`config.mk`:
```
export PLATFORM = sky130hd
export DESIGN_NAME = umpq_seq
export DESIGN_NICKNAME = d
export VERILOG_FILES = /design/src/hw/rtl/unsorted_max_priority_queue_macros.svh /design/src/hw/rtl/umpq_pkg.sv /design/src/hw/rtl/umpq_seq.sv
export SDC_FILE = /design/constraint.sdc
export NUM_CORES = 1
export LEC_CHECK = 0
export ABC_AREA = 1
export BUFFER_PORTS_ARGS = -buffer_cell sky130_fd_sc_hd__buf_2
export CAP_MARGIN = 30
export CORE_MARGIN = 2
export CORE_UTILIZATION = 47
export CTS_CLUSTER_DIAMETER = 100
export DETAILED_ROUTE_END_ITERATION = 7
export PLACE_DENSITY = 0.8
export SKIP_LAST_GASP = 1
export SLEW_MARGIN = 10
export SYNTH_ARGS = -nofsm -noshare
export SYNTH_HDL_FRONTEND = slang
export SYNTH_SLANG_ARGS = --single-unit
```
`constraint.sdc`:
```
create_clock -name clk -period 4.9 [get_ports clk]
set_input_delay 0.49 -clock clk [delete_from_list [all_inputs] [get_ports clk]]
set_output_delay 0.49 -clock clk [all_outputs]
set_load 0.05 [all_outputs]
```
`src/hw/rtl/unsorted_max_priority_queue_macros.svh`:
```
// Assertion macros for the unsorted max priority queue.
// Each macro expects clk and rst in scope at the point of use.
`ifndef UNSORTED_MAX_PRIORITY_QUEUE_MACROS_SVH
`define UNSORTED_MAX_PRIORITY_QUEUE_MACROS_SVH

// Condition holds at every clock edge outside reset
`define UMPQ_HOLDS(lbl, cond, msg) \
  lbl: assert property (@(posedge clk) disable iff (rst) (cond)) else $error(msg);

// Antecedent implies consequent in the same cycle
`define UMPQ_IMPLIES(lbl, ante, cons, msg) \
  lbl: assert property (@(posedge clk) disable iff (rst) (ante) |-> (cons)) else $error(msg);

// Antecedent implies consequent in the next cycle
`define UMPQ_IMPLIES_NEXT(lbl, ante, cons, msg) \
  lbl: assert property (@(posedge clk) disable iff (rst) (ante) |=> (cons)) else $error(msg);

`endif

```
`src/hw/rtl/umpq_pkg.sv`:
```
`default_nettype none

package umpq_pkg;

  localparam int CAPACITY = 64;
  localparam int IDX_W    = $clog2(CAPACITY);
  localparam int CNT_W    = $clog2(CAPACITY + 1);
  localparam int ENTRY_W  = 7;
  localparam int WORD_W   = 32;

  typedef enum logic [1:0] {
    ACT_ENQUEUE,
    ACT_DEQUEUE,
    ACT_PEEK,
    ACT_MODIFY
  } action_t;

  typedef enum logic [1:0] {
    ST_OK,
    ST_EMPTY,
    ST_FULL,
    ST_NOT_FOUND
  } status_t;

  typedef enum logic [1:0] {
    S_IDLE,
    S_SWEEP,
    S_APPLY,
    S_DONE
  } state_t;

  typedef struct packed {
    action_t                    action;
    logic signed [WORD_W-1:0]   data_value;
    logic signed [WORD_W-1:0]   priority_value;
  } req_t;

  typedef struct packed {
    status_t                    status;
    logic signed [WORD_W-1:0]   out_data;
    logic signed [WORD_W-1:0]   out_priority;
    logic [ENTRY_W-1:0]         entry_total;
  } rsp_t;

  // One stored entry
  typedef struct packed {
    logic signed [WORD_W-1:0]   data;
    logic signed [WORD_W-1:0]   prio;
  } slot_t;

  // Running best / first-match info passed cell to cell
  typedef struct packed {
    logic                       have;
    logic                       hit;
    logic [IDX_W-1:0]           idx;
    logic signed [WORD_W-1:0]   data;
    logic signed [WORD_W-1:0]   prio;
  } chain_t;

  // Broadcast control from the sequencer to every cell
  typedef struct packed {
    logic                       sweep;
    logic                       write;
    logic                       shift;
    logic                       modify;
    logic [CNT_W-1:0]           count;
    logic [IDX_W-1:0]           pos;
    slot_t                      wdata;
  } ctl_t;

endpackage

`default_nettype wire

```
`src/hw/rtl/umpq_seq.sv`:
```
`default_nettype none

module umpq_seq import umpq_pkg::*; (
  input  logic   clk,
  input  logic   rst,
  input  logic   req_valid,
  output logic   req_ready,
  input  req_t   req,
  output logic   rsp_valid,
  input  logic   rsp_ready,
  output rsp_t   rsp,
  input  chain_t fin,
  output ctl_t   ctl
);

  state_t           state;
  state_t           state_next;
  logic [IDX_W-1:0] sweep_cnt;
  logic [CNT_W-1:0] count;
  logic [CNT_W-1:0] count_next;
  req_t             hold;
  rsp_t             rsp_next;
  logic             full;
  logic             empty;

  assign full  = count == CNT_W'(CAPACITY);
  assign empty = count == '0;

  // Next state
  always_comb begin
    state_next = state;
    case (state)
      S_IDLE: begin
        if (req_valid) begin
          state_next = (req.action == ACT_ENQUEUE) ? S_APPLY : S_SWEEP;
        end
      end
      S_SWEEP: begin
        if (sweep_cnt == IDX_W'(CAPACITY - 1)) begin
          state_next = S_APPLY;
        end
      end
      S_APPLY: state_next = S_DONE;
      S_DONE: begin
        if (rsp_ready) begin
          state_next = S_IDLE;
        end
      end
      default: state_next = S_IDLE;
    endcase
  end

  // Outputs, cell controls and result
  always_comb begin
    req_ready   = state == S_IDLE;
    rsp_valid   = state == S_DONE;
    ctl         = '0;
    ctl.sweep   = state == S_SWEEP;
    ctl.count   = count;
    ctl.pos     = fin.idx;
    ctl.wdata.data = hold.data_value;
    ctl.wdata.prio = hold.priority_value;
    count_next  = count;
    rsp_next    = '0;
    rsp_next.status = ST_OK;
    if (state == S_APPLY) begin
      case (hold.action)
        ACT_ENQUEUE: begin
          if (full) begin
            rsp_next.status = ST_FULL;
          end else begin
            ctl.write  = 1'b1;
            count_next = count + CNT_W'(1);
          end
        end
        ACT_DEQUEUE, ACT_PEEK: begin
          if (empty) begin
            rsp_next.status = ST_EMPTY;
          end else begin
            rsp_next.out_data     = fin.data;
            rsp_next.out_priority = fin.prio;
            if (hold.action == ACT_DEQUEUE) begin
              ctl.shift  = 1'b1;
              count_next = count - CNT_W'(1);
            end
          end
        end
        ACT_MODIFY: begin
          if (fin.hit) begin
            ctl.modify = 1'b1;
          end else begin
            rsp_next.status = ST_NOT_FOUND;
          end
        end
        default: rsp_next.status = ST_OK;
      endcase
    end
    rsp_next.entry_total = ENTRY_W'(count_next);
  end

  // Control registers
  always_ff @(posedge clk) begin
    if (rst) begin
      state     <= S_IDLE;
      sweep_cnt <= '0;
      count     <= '0;
    end else begin
      state <= state_next;
      count <= count_next;
      if (state == S_SWEEP) begin
        sweep_cnt <= sweep_cnt + IDX_W'(1);
      end else begin
        sweep_cnt <= '0;
      end
    end
  end

  // Request hold and result register
  always_ff @(posedge clk) begin
    if (req_valid && req_ready) begin
      hold <= req;
    end
    if (state == S_APPLY) begin
      rsp <= rsp_next;
    end
  end

endmodule

`default_nettype wire

```
==> results of run 1 <==
==> synth_stat cells <==
| library cell | n |
|---|---|
| edfxtp_1 | 139 |
| inv_1 | 97 |
| nor2_1 | 90 |
| buf_4 | 70 |
| nand2_1 | 53 |
| nand3_1 | 21 |
| dfxtp_1 | 15 |
| ha_1 | 11 |
| a21oi_1 | 8 |
| buf_6 | 6 |
| nand4_1 | 4 |
| o21ai_0 | 4 |
| clkbuf_1 | 3 |
| xor2_1 | 3 |
| inv_2 | 2 |
| nor2_2 | 2 |
| o21ai_1 | 2 |
| and3_1 | 1 |
| buf_2 | 1 |
| inv_4 | 1 |
| nand3_2 | 1 |
| nor2_4 | 1 |
| nor3_1 | 1 |
| o21a_1 | 1 |
| o31ai_1 | 1 |
| or2_2 | 1 |
==> layout make-up <==
cell class / count / share of cell area
Sequential cell: 154 / 0.549
Timing Repair Buffer: 286 / 0.176
Multi-Input combinational cell: 205 / 0.120
Clock buffer: 18 / 0.0527
Inverter: 100 / 0.0464
Clock inverter: 14 / 0.0270
Tap cell: 176 / 0.0270
Antenna cell: 2 / 0.000615
==> through the flow <==
stage	instances	area [µm²]	worst slack [ns]	total power, mW	hold WS [ns]
2_1_floorplan	539	6430	1.16	3.41	0.418
3_3_place_gp	921	7490	2.88	3.57	0.430
3_5_place_dp	921	7490	2.84	3.60	0.469
4_1_cts	953	8140	2.35	5.03	0.229
5_1_grt	954	8140	2.22	5.21	0.221
6_report	955	8140	2.37	4.98	0.249
==> metal layers <==
layer  vias up  GRT usage  part of all wire
li1       2113          -                 -
met1      1927      0.205              0.35
met2       203      0.336              0.52
met3        26     0.0771              0.10
met4         4     0.0785             0.024
met5         -          0            0.0019
==> report_power, final <==
group | internal [mW] | total, mW | switching (mW)
Clock | 0.908 | 1.42 | 0.510
Combinational | 0.317 | 1.67 | 1.36
Sequential | 1.81 | 1.89 | 0.0802
Total | 3.03 | 4.98 | 1.95
==> flip-flops by register name, indices dropped and copies added, names as in the netlist <==
name,cells
rsp,73
hold,2
sweep_cnt,6
ctl,64
count,7
state,2
==> how the worst max path moves through the flow <==
| stage | startpoint | endpoint | slack, ns | depth (start not counted) |
|---|---|---|---|---|
| after detailed placement | count[0]$_SDFF_PP0_ | ctl[78] | 2.84 | 8 |
| after CTS | count[0]$_SDFF_PP0_ | ctl[78] | 2.35 | 8 |
| after global placement | count[0]$_SDFF_PP0_ | ctl[78] | 2.88 | 8 |
| after global routing | count[0]$_SDFF_PP0_ | ctl[78] | 2.22 | 8 |
| final | count[0]$_SDFF_PP0_ | ctl[78] | 2.37 | 8 |
| after floorplan | state[0]$_SDFFE_PP0P_ | ctl[78] | 1.16 | 4 |
==> cells by family after synthesis <==
logic type / Yosys count / synth area share
adders and majority gates: 11 / 0.0214
buffers and inverters: 180 / 0.154
DFF: 154 / 0.696
xor gates and xnor gates: 3 / 0.00409
AOI/OAI and AO/OA: 16 / 0.0132
and+or+nand+nor: 175 / 0.112
==> results.sh, run 1 <==
export IMPL_rsz0062_at_grt="no"
export IMPL_r2r_cells=8
export IMPL_p_leak_nw=3.89
export IMPL_path_class="reg -> out"
export IMPL_dp_final_hpwl_um=10400
export IMPL_cts_max_level=4
export IMPL_drc=0
export IMPL_routedWlPerCell_um=14.5
export IMPL_port_buffers=284
export IMPL_synth_area_leaders="edfxtp_1 (65%), buf_4 (8.2%), inv_1 (5.7%), nor2_1 (5.3%), dfxtp_1 (4.7%)"
export IMPL_worstPathRequired_ns=4.41
export IMPL_yosysTopAreaCell="edfxtp_1"
export IMPL_grt_overflow=0
export IMPL_min_from="req[14]"
export IMPL_setup_violations=0
export IMPL_slowest_delay_ns=0.47
export IMPL_via_per_inst=4.47
export IMPL_clock_skew_ns=0.00781
export IMPL_critPathCaptureType="output port"
export IMPL_crit_buf_inv=2
export IMPL_clk_path_buf_depth=2
export IMPL_grt_util_all_layers=0.192
export IMPL_drive_above_1_share=0.420
export IMPL_fp_dieW_um=121
export IMPL_synth_cell_type_count=26
export IMPL_dr_pass1_iters=4
export IMPL_post_cts_buffers=0
export IMPL_syn2layout_area_growth_pct=26.7
export IMPL_drv_slew=0
export IMPL_totalWireLength_um=13900
export IMPL_drv_cap=0
export IMPL_clk_insertion_delay_late_ns=0.41
export IMPL_clock_sinks=154
export IMPL_cts_buffers_inserted=17
export IMPL_period_share=0.516
export IMPL_start_util=0.484
export IMPL_yosysSeqAreaShare=0.696
export IMPL_path_cells="inv_1, ha_1, nand2_1, nor2_1, nand2_1, nand2_1, nor2_1, buf_2"
export IMPL_seqCellArea_um2=4470
export IMPL_row_count=42
export IMPL_cts_resized=0
export IMPL_clkSlewWorstSetupHoldPaths_ns=0.06
export IMPL_grt_pass1_wl_um=20800
export IMPL_final_common_cell="buf_2"
export IMPL_p_per_area_nw_per_um2=611
export IMPL_final_nets=917
export IMPL_grt_pass1_vias=4080
export IMPL_mostFrequentLayoutCells="buf_2 (284), edfxtp_1 (139), inv_1 (96), nor2_1 (90), nand2_1 (53)"
export IMPL_final_antenna_net_count=0
export IMPL_yosysTopAreaCellShare=0.649
export IMPL_ys_ff_latch=154
export IMPL_dieArea_um2=14600
export IMPL_synth_area_per_cell_um2=11.9
export IMPL_fp_dieH_um=121
export IMPL_critPathTopFamily="simple AND/OR/NAND/NOR gates"
export IMPL_crit_arrival_ns=2.04
export IMPL_relSlewSlack=0.383
export IMPL_run_status="finished, final reports clean"
export IMPL_ir_worst_vdd_mv=0.427
export IMPL_rrSetupSlack_ns=2.86
export IMPL_slowest_stage="dfxtp_1"
export IMPL_synth_fp_nets=692
export IMPL_fill_cells=1096
export IMPL_gp_congestion=0.834
export IMPL_regToRegStartpoint="state[0]$_SDFFE_PP0P_"
export IMPL_hold_violations=0
export IMPL_syn_inst=539
export IMPL_min_period_ns=2.53
export IMPL_core_um2=13300
export IMPL_startpoint_type="register"
export IMPL_cts_hold_buf=0
export IMPL_root_buffer="clkbuf_16"
export IMPL_critPathMaxFanout=7
export IMPL_routed_via_count=4273
export IMPL_grt_max_degree=74
export IMPL_yosysWarnings=0
export IMPL_tns_ns=0
export IMPL_ioPinCount=298
export IMPL_antenna_found_initial=3
export IMPL_r2r_end="count[1]$_SDFF_PP0_"
export IMPL_utilization=0.612
export IMPL_hold_path_class="in -> reg"
export IMPL_syn_area_um2=6430
export IMPL_critical_path_most_common_cell="nand2_1"
export IMPL_dr_first_iter_drc_count=224
export IMPL_fmax_ghz=0.396
export IMPL_cts_tree="yes"
export IMPL_hold_end="ctl[14]$_DFFE_PP_"
export IMPL_multi_input_area_um2=980
export IMPL_worst_hold_path_num_cells=1
export IMPL_tightest_slew_ns=0.925
Note: power is estimated with default switching activity, not from simulation.
==> inputs of run 2 (changes only) <==
==> constraint.sdc (replaced) <==
create_clock -name clk -period 2.4 [get_ports clk]
set_input_delay 0.24 -clock clk [delete_from_list [all_inputs] [get_ports clk]]
set_output_delay 0.24 -clock clk [all_outputs]
set_load 0.05 [all_outputs]
==> results.sh, run 2 (synthesis gave the netlist of run 1 again) <==
export IMPL_run_status="finished, final reports clean"
export IMPL_cts_resized=0
export IMPL_dr_pass1_iters=4
export IMPL_routedWlPerCell_um=14.6
export IMPL_dp_final_hpwl_um=10400
export IMPL_hold_end="ctl[8]$_DFFE_PP_"
export IMPL_mostFrequentLayoutCells="buf_2 (284), edfxtp_1 (139), inv_1 (96), nor2_1 (90), nand2_1 (53)"
export IMPL_fp_dieH_um=121
export IMPL_root_buffer="clkbuf_16"
export IMPL_tightest_slew_ns=0.362
export IMPL_routed_via_count=4531
export IMPL_final_cells=1012
export IMPL_port_buffers=284
export IMPL_grt_util_all_layers=0.196
export IMPL_grt_overflow=0
export IMPL_regToRegStartpoint="state[0]$_SDFFE_PP0P_"
export IMPL_worstPathRequired_ns=2.16
export IMPL_final_nets=974
export IMPL_totalWireLength_um=14700
export IMPL_cts_buffers_inserted=17
export IMPL_ir_worst_vdd_mv=1.01
export IMPL_period_share=0.893
export IMPL_antenna_found_initial=3
export IMPL_fmax_ghz=0.467
export IMPL_seqCellArea_um2=4470
export IMPL_via_per_inst=4.48
export IMPL_crit_arrival_ns=1.90
export IMPL_final_common_cell="buf_2"
export IMPL_critPathMaxFanout=19
export IMPL_cts_max_level=4
export IMPL_grt_max_degree=67
export IMPL_startpoint_type="register"
export IMPL_postPlaceCellArea_um2=7570
export IMPL_seqPwrFrac=0.382
export IMPL_drv_slew=0
export IMPL_top_register="rsp"
export IMPL_final_antenna_net_count=0
export IMPL_rsz0062_at_grt="no"
export IMPL_clk_insertion_delay_late_ns=0.41
export IMPL_clockPowerShare=0.260
export IMPL_rrSetupSlack_ns=0.59
export IMPL_hold_path_class="in -> reg"
export IMPL_ioPinCount=298
export IMPL_clkSlewWorstSetupHoldPaths_ns=0.06
export IMPL_fp_dieW_um=121
export IMPL_row_count=42
export IMPL_fill_cells=1014
export IMPL_relSlewSlack=0.759
export IMPL_critPathCaptureType="output port"
export IMPL_clock_skew_ns=0.00736
export IMPL_p_sw_frac=0.394
export IMPL_grt_pass1_wl_um=21600
export IMPL_drv_cap=0
export IMPL_core_um2=13300
export IMPL_post_cts_buffers=0
export IMPL_p_leak_nw=4.11
export IMPL_grt_pass1_vias=4291
export IMPL_multi_input_area_um2=980
export IMPL_r2r_end="rsp[4]$_DFFE_PP_"
export IMPL_syn2layout_area_growth_pct=35.0
export IMPL_drive_above_1_share=0.395
export IMPL_start_util=0.484
export IMPL_drc=0
export IMPL_dr_first_iter_drc_count=218
export IMPL_worst_hold_path_num_cells=1
export IMPL_tns_ns=0
export IMPL_combPwrFrac=0.358
export IMPL_switchingPower_mw=3.97
export IMPL_dieArea_um2=14600
export IMPL_clock_sinks=154
export IMPL_min_from="req[8]"
export IMPL_hold_violations=0
export IMPL_cts_tree="yes"
export IMPL_p_int_mw=6.10
export IMPL_fin_area_um2=8680
export IMPL_clk_path_buf_depth=2
export IMPL_p_per_area_nw_per_um2=1160
export IMPL_placed_cells=926
export IMPL_path_class="reg -> out"
export IMPL_min_period_ns=2.14
export IMPL_r2r_cells=10
export IMPL_gp_congestion=0.903
export IMPL_largest_register_ff_count=73
export IMPL_setup_violations=0
## run 2: cell count changes in the layout (fill, tap and decap cells not counted), sizes merged
cell         before  now
inv             102  100
bufinv            5    3
diode             2    3
dlygate4sd3       0   52
clkbuf           18   19
buf             286  291
clkinvlp          2    4
## run 2: metal layers
metal,vias up,share of wire,track usage,wire length (µm)
li1,2221,-,-,-
met1,2084,0.37,0.212,5440
met3,27,0.075,0.0606,1110
met4,2,0.022,0.0807,326
met2,197,0.53,0.353,7860
met5,-,0.00088,0,13
## run 2: area by class of cell
type	count	area share
timing repair buffer	343	0.234
clock inverter	12	0.0172
inverter	100	0.0440
antenna	3	0.000865
tap	176	0.0254
clock buffer	19	0.0499
multi-input combinational	205	0.113
sequential	154	0.516
## run 2: power by group through the flow
| stage | sequential, mW | clock [mW] | combinational (mW) |
|---|---|---|---|
| final | 3.85 | 2.62 | 3.61 |
| after global routing | 3.89 | 2.78 | 3.86 |
| after CTS | 3.84 | 2.66 | 3.62 |
| after detailed placement | 3.89 | 0 | 3.55 |
| after global placement | 3.87 | 0 | 3.51 |
| after floorplan | 4.66 | 0 | 2.29 |
## run 2: worst max-delay path by stage
stage / startpoint / end / slack [ns] / depth (start not counted)
final: state[0]$_SDFFE_PP0P_ / ctl[77] / 0.26 / 6
after global routing: count[0]$_SDFF_PP0_ / ctl[78] / 0.06 / 8
after CTS: state[0]$_SDFFE_PP0P_ / ctl[77] / 0.23 / 6
after detailed placement: state[0]$_SDFFE_PP0P_ / rsp[4]$_DFFE_PP_ / 0.58 / 10
after global placement: state[0]$_SDFFE_PP0P_ / rsp[4]$_DFFE_PP_ / 0.62 / 10
after floorplan: state[0]$_SDFFE_PP0P_ / ctl[0]$_DFFE_PP_ / 0.01 / 4
## run 2: per-stage QoR
| stage | setup WS, ns | utilization | power [mW] | hold WS, ns |
|---|---|---|---|---|
| after floorplan | 0.0102 | - | 6.95 | 0.339 |
| after global placement | 0.624 | 0.569 | 7.38 | 0.417 |
| after detailed placement | 0.583 | 0.569 | 7.44 | 0.418 |
| after CTS | 0.232 | 0.649 | 10.1 | 0.000519 |
| after global routing | 0.0604 | 0.652 | 10.5 | 0.000250 |
| final | 0.257 | 0.653 | 10.1 | 0.0167 |
## run 2: critical path, cell delays in order, from the launching register on
cell	delay [ns]
dfxtp_1	0.35
inv_1	0.13
ha_4	0.34
buf_4	0.25
nand2_1	0.06
nor2_1	0.08
buf_2	0.27
## run 2: repair_timing
item / CTS / global route
hold endpoints to repair: 48 / 4
hold buffers: 48 / 4
setup endpoints to repair: 0 / 0
