--- src/hw/rtl/unsorted_max_priority_queue_macros.svh ---
// Assertion macros for the unsorted max priority queue.
// Each macro expects clk and rst in scope at the point of use.
`ifndef UNSORTED_MAX_PRIORITY_QUEUE_MACROS_SVH
`define UNSORTED_MAX_PRIORITY_QUEUE_MACROS_SVH

// Condition holds at every clock edge outside reset
`define UMPQ_HOLDS(lbl, cond, msg) \
  lbl: assert property (@(posedge clk) disable iff (rst) (cond)) else $error(msg);

// Antecedent implies consequent in the same cycle
`define UMPQ_IMPLIES(lbl, ante, cons, msg) \
  lbl: assert property (@(posedge clk) disable iff (rst) (ante) |-> (cons)) else $error(msg);

// Antecedent implies consequent in the next cycle
`define UMPQ_IMPLIES_NEXT(lbl, ante, cons, msg) \
  lbl: assert property (@(posedge clk) disable iff (rst) (ante) |=> (cons)) else $error(msg);

`endif

--- src/hw/rtl/umpq_pkg.sv ---
`default_nettype none

package umpq_pkg;

  localparam int CAPACITY = 64;
  localparam int IDX_W    = $clog2(CAPACITY);
  localparam int CNT_W    = $clog2(CAPACITY + 1);
  localparam int ENTRY_W  = 7;
  localparam int WORD_W   = 32;

  typedef enum logic [1:0] {
    ACT_ENQUEUE,
    ACT_DEQUEUE,
    ACT_PEEK,
    ACT_MODIFY
  } action_t;

  typedef enum logic [1:0] {
    ST_OK,
    ST_EMPTY,
    ST_FULL,
    ST_NOT_FOUND
  } status_t;

  typedef enum logic [1:0] {
    S_IDLE,
    S_SWEEP,
    S_APPLY,
    S_DONE
  } state_t;

  typedef struct packed {
    action_t                    action;
    logic signed [WORD_W-1:0]   data_value;
    logic signed [WORD_W-1:0]   priority_value;
  } req_t;

  typedef struct packed {
    status_t                    status;
    logic signed [WORD_W-1:0]   out_data;
    logic signed [WORD_W-1:0]   out_priority;
    logic [ENTRY_W-1:0]         entry_total;
  } rsp_t;

  // One stored entry
  typedef struct packed {
    logic signed [WORD_W-1:0]   data;
    logic signed [WORD_W-1:0]   prio;
  } slot_t;

  // Running best / first-match info passed cell to cell
  typedef struct packed {
    logic                       have;
    logic                       hit;
    logic [IDX_W-1:0]           idx;
    logic signed [WORD_W-1:0]   data;
    logic signed [WORD_W-1:0]   prio;
  } chain_t;

  // Broadcast control from the sequencer to every cell
  typedef struct packed {
    logic                       sweep;
    logic                       write;
    logic                       shift;
    logic                       modify;
    logic [CNT_W-1:0]           count;
    logic [IDX_W-1:0]           pos;
    slot_t                      wdata;
  } ctl_t;

endpackage

`default_nettype wire

--- src/hw/rtl/umpq_cell.sv ---
`default_nettype none

module umpq_cell import umpq_pkg::*; (
  input  logic             clk,
  input  logic             rst,
  input  logic [IDX_W-1:0] index,
  input  ctl_t             ctl,
  input  chain_t           prev,
  input  slot_t            next_slot,
  output chain_t           link,
  output slot_t            slot
);

  logic   own_valid;
  logic   match;
  logic   own_better;
  chain_t link_next;

  // Local compare against the running best from the left neighbor
  always_comb begin
    own_valid  = CNT_W'(index) < ctl.count;
    match      = own_valid && (slot.data == ctl.wdata.data);
    own_better = own_valid && (!prev.have || ($signed(slot.prio) > $signed(prev.prio)));
    link_next  = prev;
    link_next.have = prev.have | own_valid;
    link_next.hit  = prev.hit | match;
    if (own_better) begin
      link_next.idx  = index;
      link_next.data = slot.data;
      link_next.prio = slot.prio;
    end
  end

  // Chain register, advanced during a sweep
  always_ff @(posedge clk) begin
    if (rst) begin
      link <= '0;
    end else if (ctl.sweep) begin
      link <= link_next;
    end
  end

  // Entry storage: append, close gap on removal, priority rewrite
  always_ff @(posedge clk) begin
    if (ctl.write && (CNT_W'(index) == ctl.count)) begin
      slot <= ctl.wdata;
    end else if (ctl.shift && (index >= ctl.pos)) begin
      slot <= next_slot;
    end else if (ctl.modify && match && !prev.hit) begin
      slot.prio <= ctl.wdata.prio;
    end
  end

endmodule

`default_nettype wire

--- config.mk ---
export PLATFORM = sky130hd
export DESIGN_NAME = umpq_cell
export DESIGN_NICKNAME = d
export VERILOG_FILES = /design/src/hw/rtl/unsorted_max_priority_queue_macros.svh /design/src/hw/rtl/umpq_pkg.sv /design/src/hw/rtl/umpq_cell.sv
export SDC_FILE = /design/constraint.sdc
export NUM_CORES = 1
export LEC_CHECK = 0
export BUFFER_PORTS_ARGS = -buffer_cell sky130_fd_sc_hd__buf_2
export CAP_MARGIN = 20
export CORE_AREA = 2 2 139 141
export CTS_CLUSTER_DIAMETER = 50
export DETAILED_ROUTE_END_ITERATION = 6
export DIE_AREA = 0 0 141 143
export GPL_TIMING_DRIVEN = 0
export PLACE_DENSITY = 0.79
export SLEW_MARGIN = 20
export SYNTH_ARGS = -nofsm -noshare
export SYNTH_HDL_FRONTEND = slang
export SYNTH_SLANG_ARGS = --single-unit
--- constraint.sdc ---
create_clock -name clk -period 7.1 [get_ports clk]
set_input_delay 0.355 -clock clk [delete_from_list [all_inputs] [get_ports clk]]
set_output_delay 0.355 -clock clk [all_outputs]
set_load 0.005 [all_outputs]
==> impl_metrics.tcl, run 1 <==
set metrics [dict create \
    outcome "completed" \
    met2WireLength_mm 13.5 \
    grt_max_degree 33 \
    critPathLaunch "slot[36]$_DFFE_PP_" \
    io_buffer_count 358 \
    totalWireLength_mm 27.6 \
    num_rows 50 \
    cts_resized 0 \
    post_cts_buffers 0 \
    maxCapViolCount 0 \
    yosys_most_used_dff "dfxtp_1" \
    dr.max_layer_used "met5" \
    synth-seq-area-share_pct 43.0 \
    synth_edf_count 64 \
    synth_area_leader_cell "edfxtp_1" \
    ant_nets 0 \
    syn-num-nets 1022 \
    postSynth.asyncResetShare_pct 0 \
    die_w_um 141 \
    setup_viol_count_final 0 \
    rsz0062_at_grt "false" \
    wl_met1_mm 11.4 \
    grtUsageTotal_pct 26.4 \
    wl_met3_mm 1.87 \
    crit_type "register to register" \
    fp.dieArea_um2 20200 \
    synth_area_um2 7830 \
    end_kind "register" \
    yosys-top-cells-count "75 x nor2_1, 73 x o21ai_0, 72 x dfxtp_1" \
    arrival_ns 3.49 \
    cellLeakagePower_uw 0.00472 \
    cts_tree "done" \
    drt-initial-drc-count 495 \
    grt_pass1_wl_mm 41.0 \
    antenna_found_initial 2 \
    hold_start "prev[70]" \
    synth_warnings 0 \
    synth_cells 753 \
    fmax_mhz 298 \
    yosysTopAreaCellShare_pct 24.6 \
    hold_class "primary input to register" \
    slew_violations 0 \
    nets 1403 \
    yosysMostFrequentCell "nor2_1" \
    power_uw 2520 \
    dr.pass1.iters 7 \
    cp-start-kind "register" \
    slew_headroom_pct 44.5 \
    period_minus_slack_ns 3.35 \
    drc_errors 0 \
    powerDensity_nw_per_um2 238 \
    clk_path_buf_depth 2 \
    critPathRequiredTime_ns 7.24 \
    fp.coreArea_um2 18600 \
    grt_pass1_vias 7569 \
    cts.clk_slew.worst_paths_ns 0.06 \
    hold_viol_final 0 \
    detailed_place_hpwl_mm 21.5 \
    vias 7756 \
    reg2reg_from "slot[36]$_DFFE_PP_" \
    gp_congestion 0.913 \
    final_layout_size_suffix_gt1_share_pct 45.3 \
    final_util_pct 56.8 \
    fillers 1598 \
    tightest_slew_ns 0.830 \
    clockRootBuffer "clkbuf_16" \
    ir_drop_uv 161 \
    path_max_fanout 10 \
    htreeDepth 4 \
    io_pins 361 \
    numCtsBuffers 17 \
    synth_area_per_cell_um2 10.4 \
    hold_buffers 0 \
    synth_cell_types 45 \
    cts_sinks 136 \
    synth_top_cells_by_area "edfxtp_1 25%, dfxtp_1 18%, mux2_2 7.1%" \
    fp.dieH_um 143 \
    ys_ff_latch 136 \
    vias_per_cell 5.61 \
    clk_latency_ns 0.43 \
    area_delta_synth_final_pct 34.9 \
    overflow 0 \
    min_period_over_period_pct 47.2 \
    finClkSkew_ns 0.00966 \
    route.detailed.wl_per_inst_um 20.0 \
    initial_core_util_pct 42.1 \
]
-- per-layer routing --
metal	track usage (%)	up-vias
li1	-	3590
met1	33.0	3676
met2	44.7	414
met3	5.16	74
met4	11.0	2
met5	0	-
-- where the power goes --
| part | switching, µW | internal [µW] |
|---|---|---|
| sequential | 63.7 | 913 |
| combinational | 352 | 275 |
| clock | 381 | 532 |
-- cell families (layout without fill, tap and decap cells) --
kind of cell    after synthesis  after routing  share of synthesized area, %
simple gates                192            192                          14.1
flops                       136            136                          43.0
compound gates              178            178                          16.7
xor+xnor                     32             32                          3.58
buf+inv                     107            501                          6.44
other cells                   0              1                             0
mux                          64             64                          9.21
fa+ha+maj                    44             44                          7.03
-- flip-flops by register name, indices dropped and copies added (netlist names) --
register,count
link,72
slot,64
-- path summary, 6_finish.rpt --
| check | to | slack [ns] | depth (start not counted) |
|---|---|---|---|
| worst max-delay path | slot[23]$_DFFE_PP_ | 3.75 | 8 |
| worst min-delay path | link[70]$_SDFFE_PP0P_ | 0.19 | 3 |
| worst max register to register | slot[23]$_DFFE_PP_ | 3.75 | 8 |
| worst min register to register | link[33]$_SDFFE_PP0P_ | 0.48 | 2 |
-- worst max-delay path, stage by stage (launching register included) --
cell and delay (ns):
edfxtp_1 0.44, xnor2_1 0.42, nand4_1 0.15, nor4_1 0.51
nand3_1 0.25, o311ai_2 0.59, buf_4 0.30, buf_4 0.20
buf_4 0.19
-- metrics by stage --
step	TNS (ns)	hold slack [ns]	cells	worst slack [ns]	area (µm²)
finish	0	0.193	1382	3.75	10600
global route	0	0.195	1382	3.59	10600
CTS	0	0.173	1381	3.73	10600
detailed placement	0	0.473	1349	3.72	9950
global placement	-42.18	0.468	1345	-1.32	9910
floorplan	0	0.476	753	1.42	7830
-- area by class of cell --
| type | instances | area, µm² | share of cell area, % |
|---|---|---|---|
| diodes | 1 | 2.50 | 0.0237 |
| plain buffers | 59 | 324 | 3.07 |
| clock buffers | 20 | 479 | 4.54 |
| clock inverters | 12 | 124 | 1.17 |
| inverters | 48 | 180 | 1.71 |
| multi-input cells | 510 | 3970 | 37.6 |
| flip-flops and latches | 136 | 3360 | 31.9 |
| well taps | 234 | 293 | 2.77 |
| repair buffers | 362 | 1820 | 17.3 |
-- layout by cell type, fill, tap and decap left out, types with 3 or more instances in the layout --
master and count:
nand2_1 7, ha_1 44, nand4_1 15, buf_2 365, a311oi_2 11, inv_1 48
a21oi_1 15, inv_6 5, o21ai_0 73, xnor2_1 32, buf_6 7, mux2_1 15
clkbuf_1 34, nand3_1 45, clkbuf_16 19, edfxtp_1 64, nor4_1 3, clkinvlp_4 4
nand3_2 32, dfxtp_1 72, nor2b_1 3, a21o_1 6, buf_4 15, a311oi_1 60
mux2_2 49, nor2_1 75
Note: power is estimated with default switching activity, not from simulation.
==> inputs of run 2 (changes only) <==
==> constraint.sdc (replaced) <==
create_clock -name clk -period 3.1 [get_ports clk]
set_input_delay 0.155 -clock clk [delete_from_list [all_inputs] [get_ports clk]]
set_output_delay 0.155 -clock clk [all_outputs]
set_load 0.005 [all_outputs]
==> impl_metrics.tcl, run 2 (synthesis results as in run 1) <==
set metrics [dict create \
    drt-initial-drc-count 608 \
    cts_tree "done" \
    register_area_um2 3360 \
    crit_type "register to register" \
    placed_cells_incl_taps 1348 \
    power_switching_share_pct 30.6 \
    cts.clk_slew.worst_paths_ns 0.06 \
    grt_max_degree 18 \
    grt_pass1_wl_mm 42.5 \
    finClkSkew_ns 0.00872 \
    overflow 0 \
    place_area_um2 9980 \
    fillers 1586 \
    fp.coreArea_um2 18600 \
    dr.pass1.iters 6 \
    mostFrequentLayoutCells "365 x buf_2, 75 x nor2_1, 73 x o21ai_0, 72 x dfxtp_1, 64 x edfxtp_1" \
    regMostFlops "link" \
    cpPeakStageDelay_ns 0.49 \
    critPathRequiredTime_ns 3.40 \
    finalHoldWorstSlack_ns 0.0173 \
    route.detailed.wl_per_inst_um 20.5 \
    detailed_place_hpwl_mm 21.9 \
    cellLeakagePower_uw 0.00489 \
    clk_path_buf_depth 2 \
    mostFrequentLayoutCell "buf_2" \
    path_max_fanout 10 \
    largest_register_ffs 72 \
    io_pins 361 \
    p_int_uw 4120 \
    path_delay_family "compound AO/OA/AOI/OAI gates" \
    grt_pass1_vias 7638 \
    vias 7949 \
    final_cells 1412 \
    fmax_mhz 346 \
    power_frac_comb_pct 25.2 \
    arrival_ns 3.19 \
    cp_slowest_cell "edfxtp_1" \
    min_period_over_period_pct 93.3 \
    seqPwrFrac_pct 37.7 \
    num_rows 50 \
    end_kind "register" \
    reg_top3 "link x72, slot x64" \
    multiInputGateArea_um2 3980 \
    area_delta_synth_final_pct 39.4 \
    vias_per_cell 5.63 \
    antenna_found_initial 3 \
    period_minus_slack_ns 2.89 \
    hold_class "primary input to register" \
    grtUsageTotal_pct 27.9 \
    p_sw_uw 1820 \
    ant_nets 0 \
    fp.dieH_um 143 \
    ir_drop_uv 376 \
    powerDensity_nw_per_um2 544 \
    path_buf_inv 2 \
    clk_latency_ns 0.42 \
    tightest_slew_ns 0.851 \
    hold_viol_final 0 \
    io_buffer_count 358 \
    cts_sinks 136 \
    slew_violations 0 \
    htreeDepth 4 \
    final_layout_size_suffix_gt1_share_pct 45.1 \
    clockRootBuffer "clkbuf_16" \
    setup_viol_count_final 0 \
    gp_congestion 0.923 \
    totalWireLength_mm 29.0 \
    drc_errors 0 \
    numCtsBuffers 17 \
    initial_core_util_pct 42.1 \
    outcome "completed" \
    final_util_pct 58.7 \
    fp.dieArea_um2 20200 \
    postLayoutCellArea_um2 10900 \
    die_w_um 141 \
    worst-path-stages 10 \
    reg2regPathDepth 10 \
    rsz0062_at_grt "false" \
    power_uw 5930 \
    maxCapViolCount 0 \
    cp-start-kind "register" \
    crit_chain "ha_1 -> nand4_1 -> nor3_1 -> a221oi_1 -> o21ai_2 -> a41oi_4 -> buf_4 -> buf_2 -> nand3_1 -> a311oi_1" \
    clkPwrFrac_pct 37.1 \
    nets 1432 \
    slew_headroom_pct 43.3 \
    hold_depth 3 \
]
[run 2: cell types whose count changed in the layout (fill, tap and decap cells not counted), sizes merged]
cell,change
diode,+1
clkinv,+3
dlygate4sd3,+26
clkbuf,-2
bufinv,+3
inv,-4
buf,+3
[run 2: final timing paths]
kind	startpoint	end	slack [ns]
worst min-delay path	prev[34]	link[34]$_SDFFE_PP0P_	0.02
worst max register to register	slot[22]$_DFFE_PP_	link[20]$_SDFFE_PP0P_	0.21
worst max-delay path	slot[22]$_DFFE_PP_	link[20]$_SDFFE_PP0P_	0.21
worst min register to register	link[37]$_SDFFE_PP0P_	link[37]$_SDFFE_PP0P_	0.48
[run 2: timing repair]
| action | in CTS | in global routing |
|---|---|---|
| pin swaps | 1 | 1 |
| setup buffers | 2 | 2 |
| resized for setup | 0 | 14 |
| hold endpoints to repair | 25 | 1 |
| endpoints found under the setup margin | 1 | 51 |
| hold buffers | 25 | 1 |
[run 2: area by class of cell]
cell class	instances	area share, %
inverter	48	1.65
clock inverter	14	1.82
timing repair buffer	391	19.5
tap	234	2.68
multi-input combinational	510	36.5
antenna	2	0.0459
sequential	136	30.8
buffer	59	3.05
clock buffer	18	3.93
[run 2: power groups by stage]
stage               sequential, µW  combinational, µW  clock, µW
floorplan                     2250                798          0
global placement              2270               1390          0
CTS                           2230               1480       2220
finish                        2240               1490       2200
detailed placement            2270               1430          0
global route                  2250               1630       2290
[run 2: through the flow]
stage | setup WS, ns | setup TNS (ns)
finish | 0.208 | 0
detailed placement | 0.00373 | 0
global placement | -1.05 | -45.76
global route | 0.0128 | 0
floorplan | 0.0229 | 0
CTS | 0.142 | 0
[run 2: per-layer routing]
metal	vias to the layer above	GRT usage, %	share of wire [%]	wire length [µm]
met2	461	47.2	50	14400
met3	79	6.20	7.2	2080
li1	3652	-	-	-
met4	0	11.7	3.4	976
met1	3757	34.5	40	11500
met5	-	0	0	0
[run 2: worst register-to-register path, cell delays in order, from the launching register on]
cell and delay (ns):
edfxtp_1 0.49, ha_1 0.35, nand4_1 0.20, nor3_1 0.07, a221oi_1 0.31, o21ai_2 0.19, a41oi_4 0.26, buf_4 0.18
buf_2 0.24, nand3_1 0.12, a311oi_1 0.36
==> inputs of run 3 (changes only) <==
--- a/config.mk
+++ b/config.mk
@@ -7,12 +7,13 @@
 export LEC_CHECK = 0
 export BUFFER_PORTS_ARGS = -buffer_cell sky130_fd_sc_hd__buf_2
 export CAP_MARGIN = 20
-export CORE_AREA = 2 2 139 141
+export CORE_MARGIN = 2
+export CORE_UTILIZATION = 43
 export CTS_CLUSTER_DIAMETER = 50
 export DETAILED_ROUTE_END_ITERATION = 6
-export DIE_AREA = 0 0 141 143
 export GPL_TIMING_DRIVEN = 0
-export PLACE_DENSITY = 0.79
+export MAX_ROUTING_LAYER = met4
+export PLACE_DENSITY = 0.8
 export SLEW_MARGIN = 20
 export SYNTH_ARGS = -nofsm -noshare
 export SYNTH_HDL_FRONTEND = slang
==> impl_metrics.tcl, run 3 (synthesis results as in run 1) <==
set metrics [dict create \
    clockRootBuffer "clkbuf_16" \
    powerDensity_nw_per_um2 535 \
    rsz0062_at_grt "true" \
    cp-start-kind "register" \
    detailed_place_hpwl_mm 21.2 \
    io_buffer_count 358 \
    slew_violations 0 \
    clk_latency_ns 0.43 \
    grt_pass1_wl_mm 41.3 \
    crit_chain "ha_2 -> nand4_2 -> nor3_1 -> a221oi_1 -> o21ai_2 -> a41o_2 -> clkbuf_1 -> o21ai_0 -> a311oi_1" \
    setup_viol_count_final 0 \
    reg2regPathDepth 9 \
    grtUsageTotal_pct 28.3 \
    end_kind "register" \
    postLayoutSetupSlackWorst_ns 0.0857 \
    gp_congestion 0.948 \
    crit_type "register to register" \
    overflow 0 \
    r2r-end "link[21]$_SDFFE_PP0P_" \
    drc_errors 0 \
    cp_slowest_cell "edfxtp_1" \
    clk_path_buf_depth 2 \
    critPathLaunch "slot[31]$_DFFE_PP_" \
    hold_class "primary input to register" \
    min_period_over_period_pct 97.2 \
    numCtsBuffers 17 \
    cellLeakagePower_uw 0.00483 \
    reg2reg_from "slot[31]$_DFFE_PP_" \
    path_max_fanout 10 \
    maxCapViolCount 0 \
    critPathRequiredTime_ns 3.43 \
    area_delta_synth_final_pct 37.7 \
    cts_tree "done" \
    dr.pass1.iters 5 \
    vias 7805 \
    io_pins 361 \
    mostFrequentLayoutCell "buf_2" \
    fmax_mhz 332 \
    fp.coreArea_um2 17900 \
    slew_headroom_pct 51.5 \
    final_layout_size_suffix_gt1_share_pct 45.0 \
    pre_cts_slack_ns -0.0684 \
    num_rows 49 \
    finClkSkew_ns 0.0116 \
    ir_drop_uv 383 \
    tightest_slew_ns 0.728 \
    regToRegSetupSlack_ns 0.09 \
    hold_viol_final 0 \
    postLayoutCellArea_um2 10800 \
    nets 1424 \
    largest_register_ffs 72 \
    place_area_um2 9970 \
    regMostFlops "link" \
    period_minus_slack_ns 3.01 \
    drt-initial-drc-count 611 \
    grt_pass1_vias 7626 \
    htreeDepth 4 \
    register_area_um2 3360 \
    route.detailed.wl_per_inst_um 19.8 \
    cts_sinks 136 \
    grt_max_degree 22 \
    finalHoldWorstSlack_ns 0.00952 \
    totalWireLength_mm 27.7 \
    reg_top3 "link x72, slot x64" \
    arrival_ns 3.35 \
    initial_core_util_pct 43.7 \
    vias_per_cell 5.58 \
    mostFrequentLayoutCells "365 x buf_2, 75 x nor2_1, 73 x o21ai_0, 72 x dfxtp_1, 64 x edfxtp_1" \
    cts.clk_slew.worst_paths_ns 0.06 \
    crit_path_end "link[21]$_SDFFE_PP0P_" \
    antenna_found_initial 2 \
    ant_nets 0 \
    outcome "completed" \
    die_w_um 139 \
    cpPeakStageDelay_ns 0.48 \
    multiInputGateArea_um2 3980 \
    fp.dieArea_um2 19300 \
    fillers 1496 \
    fp.dieH_um 139 \
]
-- run 3: area by class of cell --
class	count	share of cell area (%)
buffer	59	3.04
sequential	136	31.2
antenna	2	0.0464
timing repair buffer	383	19.0
clock buffer	21	4.27
multi-input combinational	510	36.9
inverter	48	1.67
tap	229	2.66
clock inverter	11	1.14
-- run 3: metal layers --
metal | vias to the layer above | global-route usage, % | wire, µm
met2 | 392 | 45.4 | 13400
met3 | 77 | 5.28 | 1850
li1 | 3635 | - | -
met4 | 0 | 13.1 | 1020
met5 | - | - | 0
met1 | 3701 | 34.6 | 11400
-- run 3: repair_timing --
| action | in CTS | in global routing |
|---|---|---|
| resized for setup | 0 | 8 |
| pin swaps | 1 | 1 |
| hold buffers | 18 | 0 |
| setup endpoints to repair | 70 | 66 |
| hold endpoints to repair | 18 | 0 |
| setup buffers | 2 | 2 |
-- run 3: power by group --
| part | internal [µW] | switching (µW) |
|---|---|---|
| sequential | 2090 | 146 |
| combinational | 664 | 820 |
| clock | 1230 | 814 |
-- run 3: stage by stage --
stage	setup TNS [ns]	cells	total power (µW)	util, %
floorplan	0	753	3050	-
global placement	-53.54	1340	3650	55.4
detailed placement	-1.32	1343	3700	55.7
CTS	0	1395	5750	60.1
global route	-0.590	1399	5980	60.2
finish	0	1399	5760	60.2
-- run 3: worst min path at each step --
stage | slack (ns) | endpoint | startpoint | depth (start not counted)
after floorplan | 0.31 | link[70]$_SDFFE_PP0P_ | prev[70] | 2
after global routing | 0.01 | link[61]$_SDFFE_PP0P_ | prev[61] | 3
final | 0.01 | link[67]$_SDFFE_PP0P_ | prev[67] | 3
after global placement | 0.43 | link[53]$_SDFFE_PP0P_ | prev[53] | 3
after CTS | 0.0009 | link[67]$_SDFFE_PP0P_ | prev[67] | 3
after detailed placement | 0.43 | link[44]$_SDFFE_PP0P_ | prev[44] | 3
-- run 3: critical path: cells and delay by family, from the launching register on --
family | cells | cell delay [ns]
DFF | 1 | 0.48
AOI/OAI and AO/OA | 5 | 1.18
adders and majority gates | 1 | 0.47
buffers and inverters | 1 | 0.37
and+or+nand+nor | 2 | 0.41
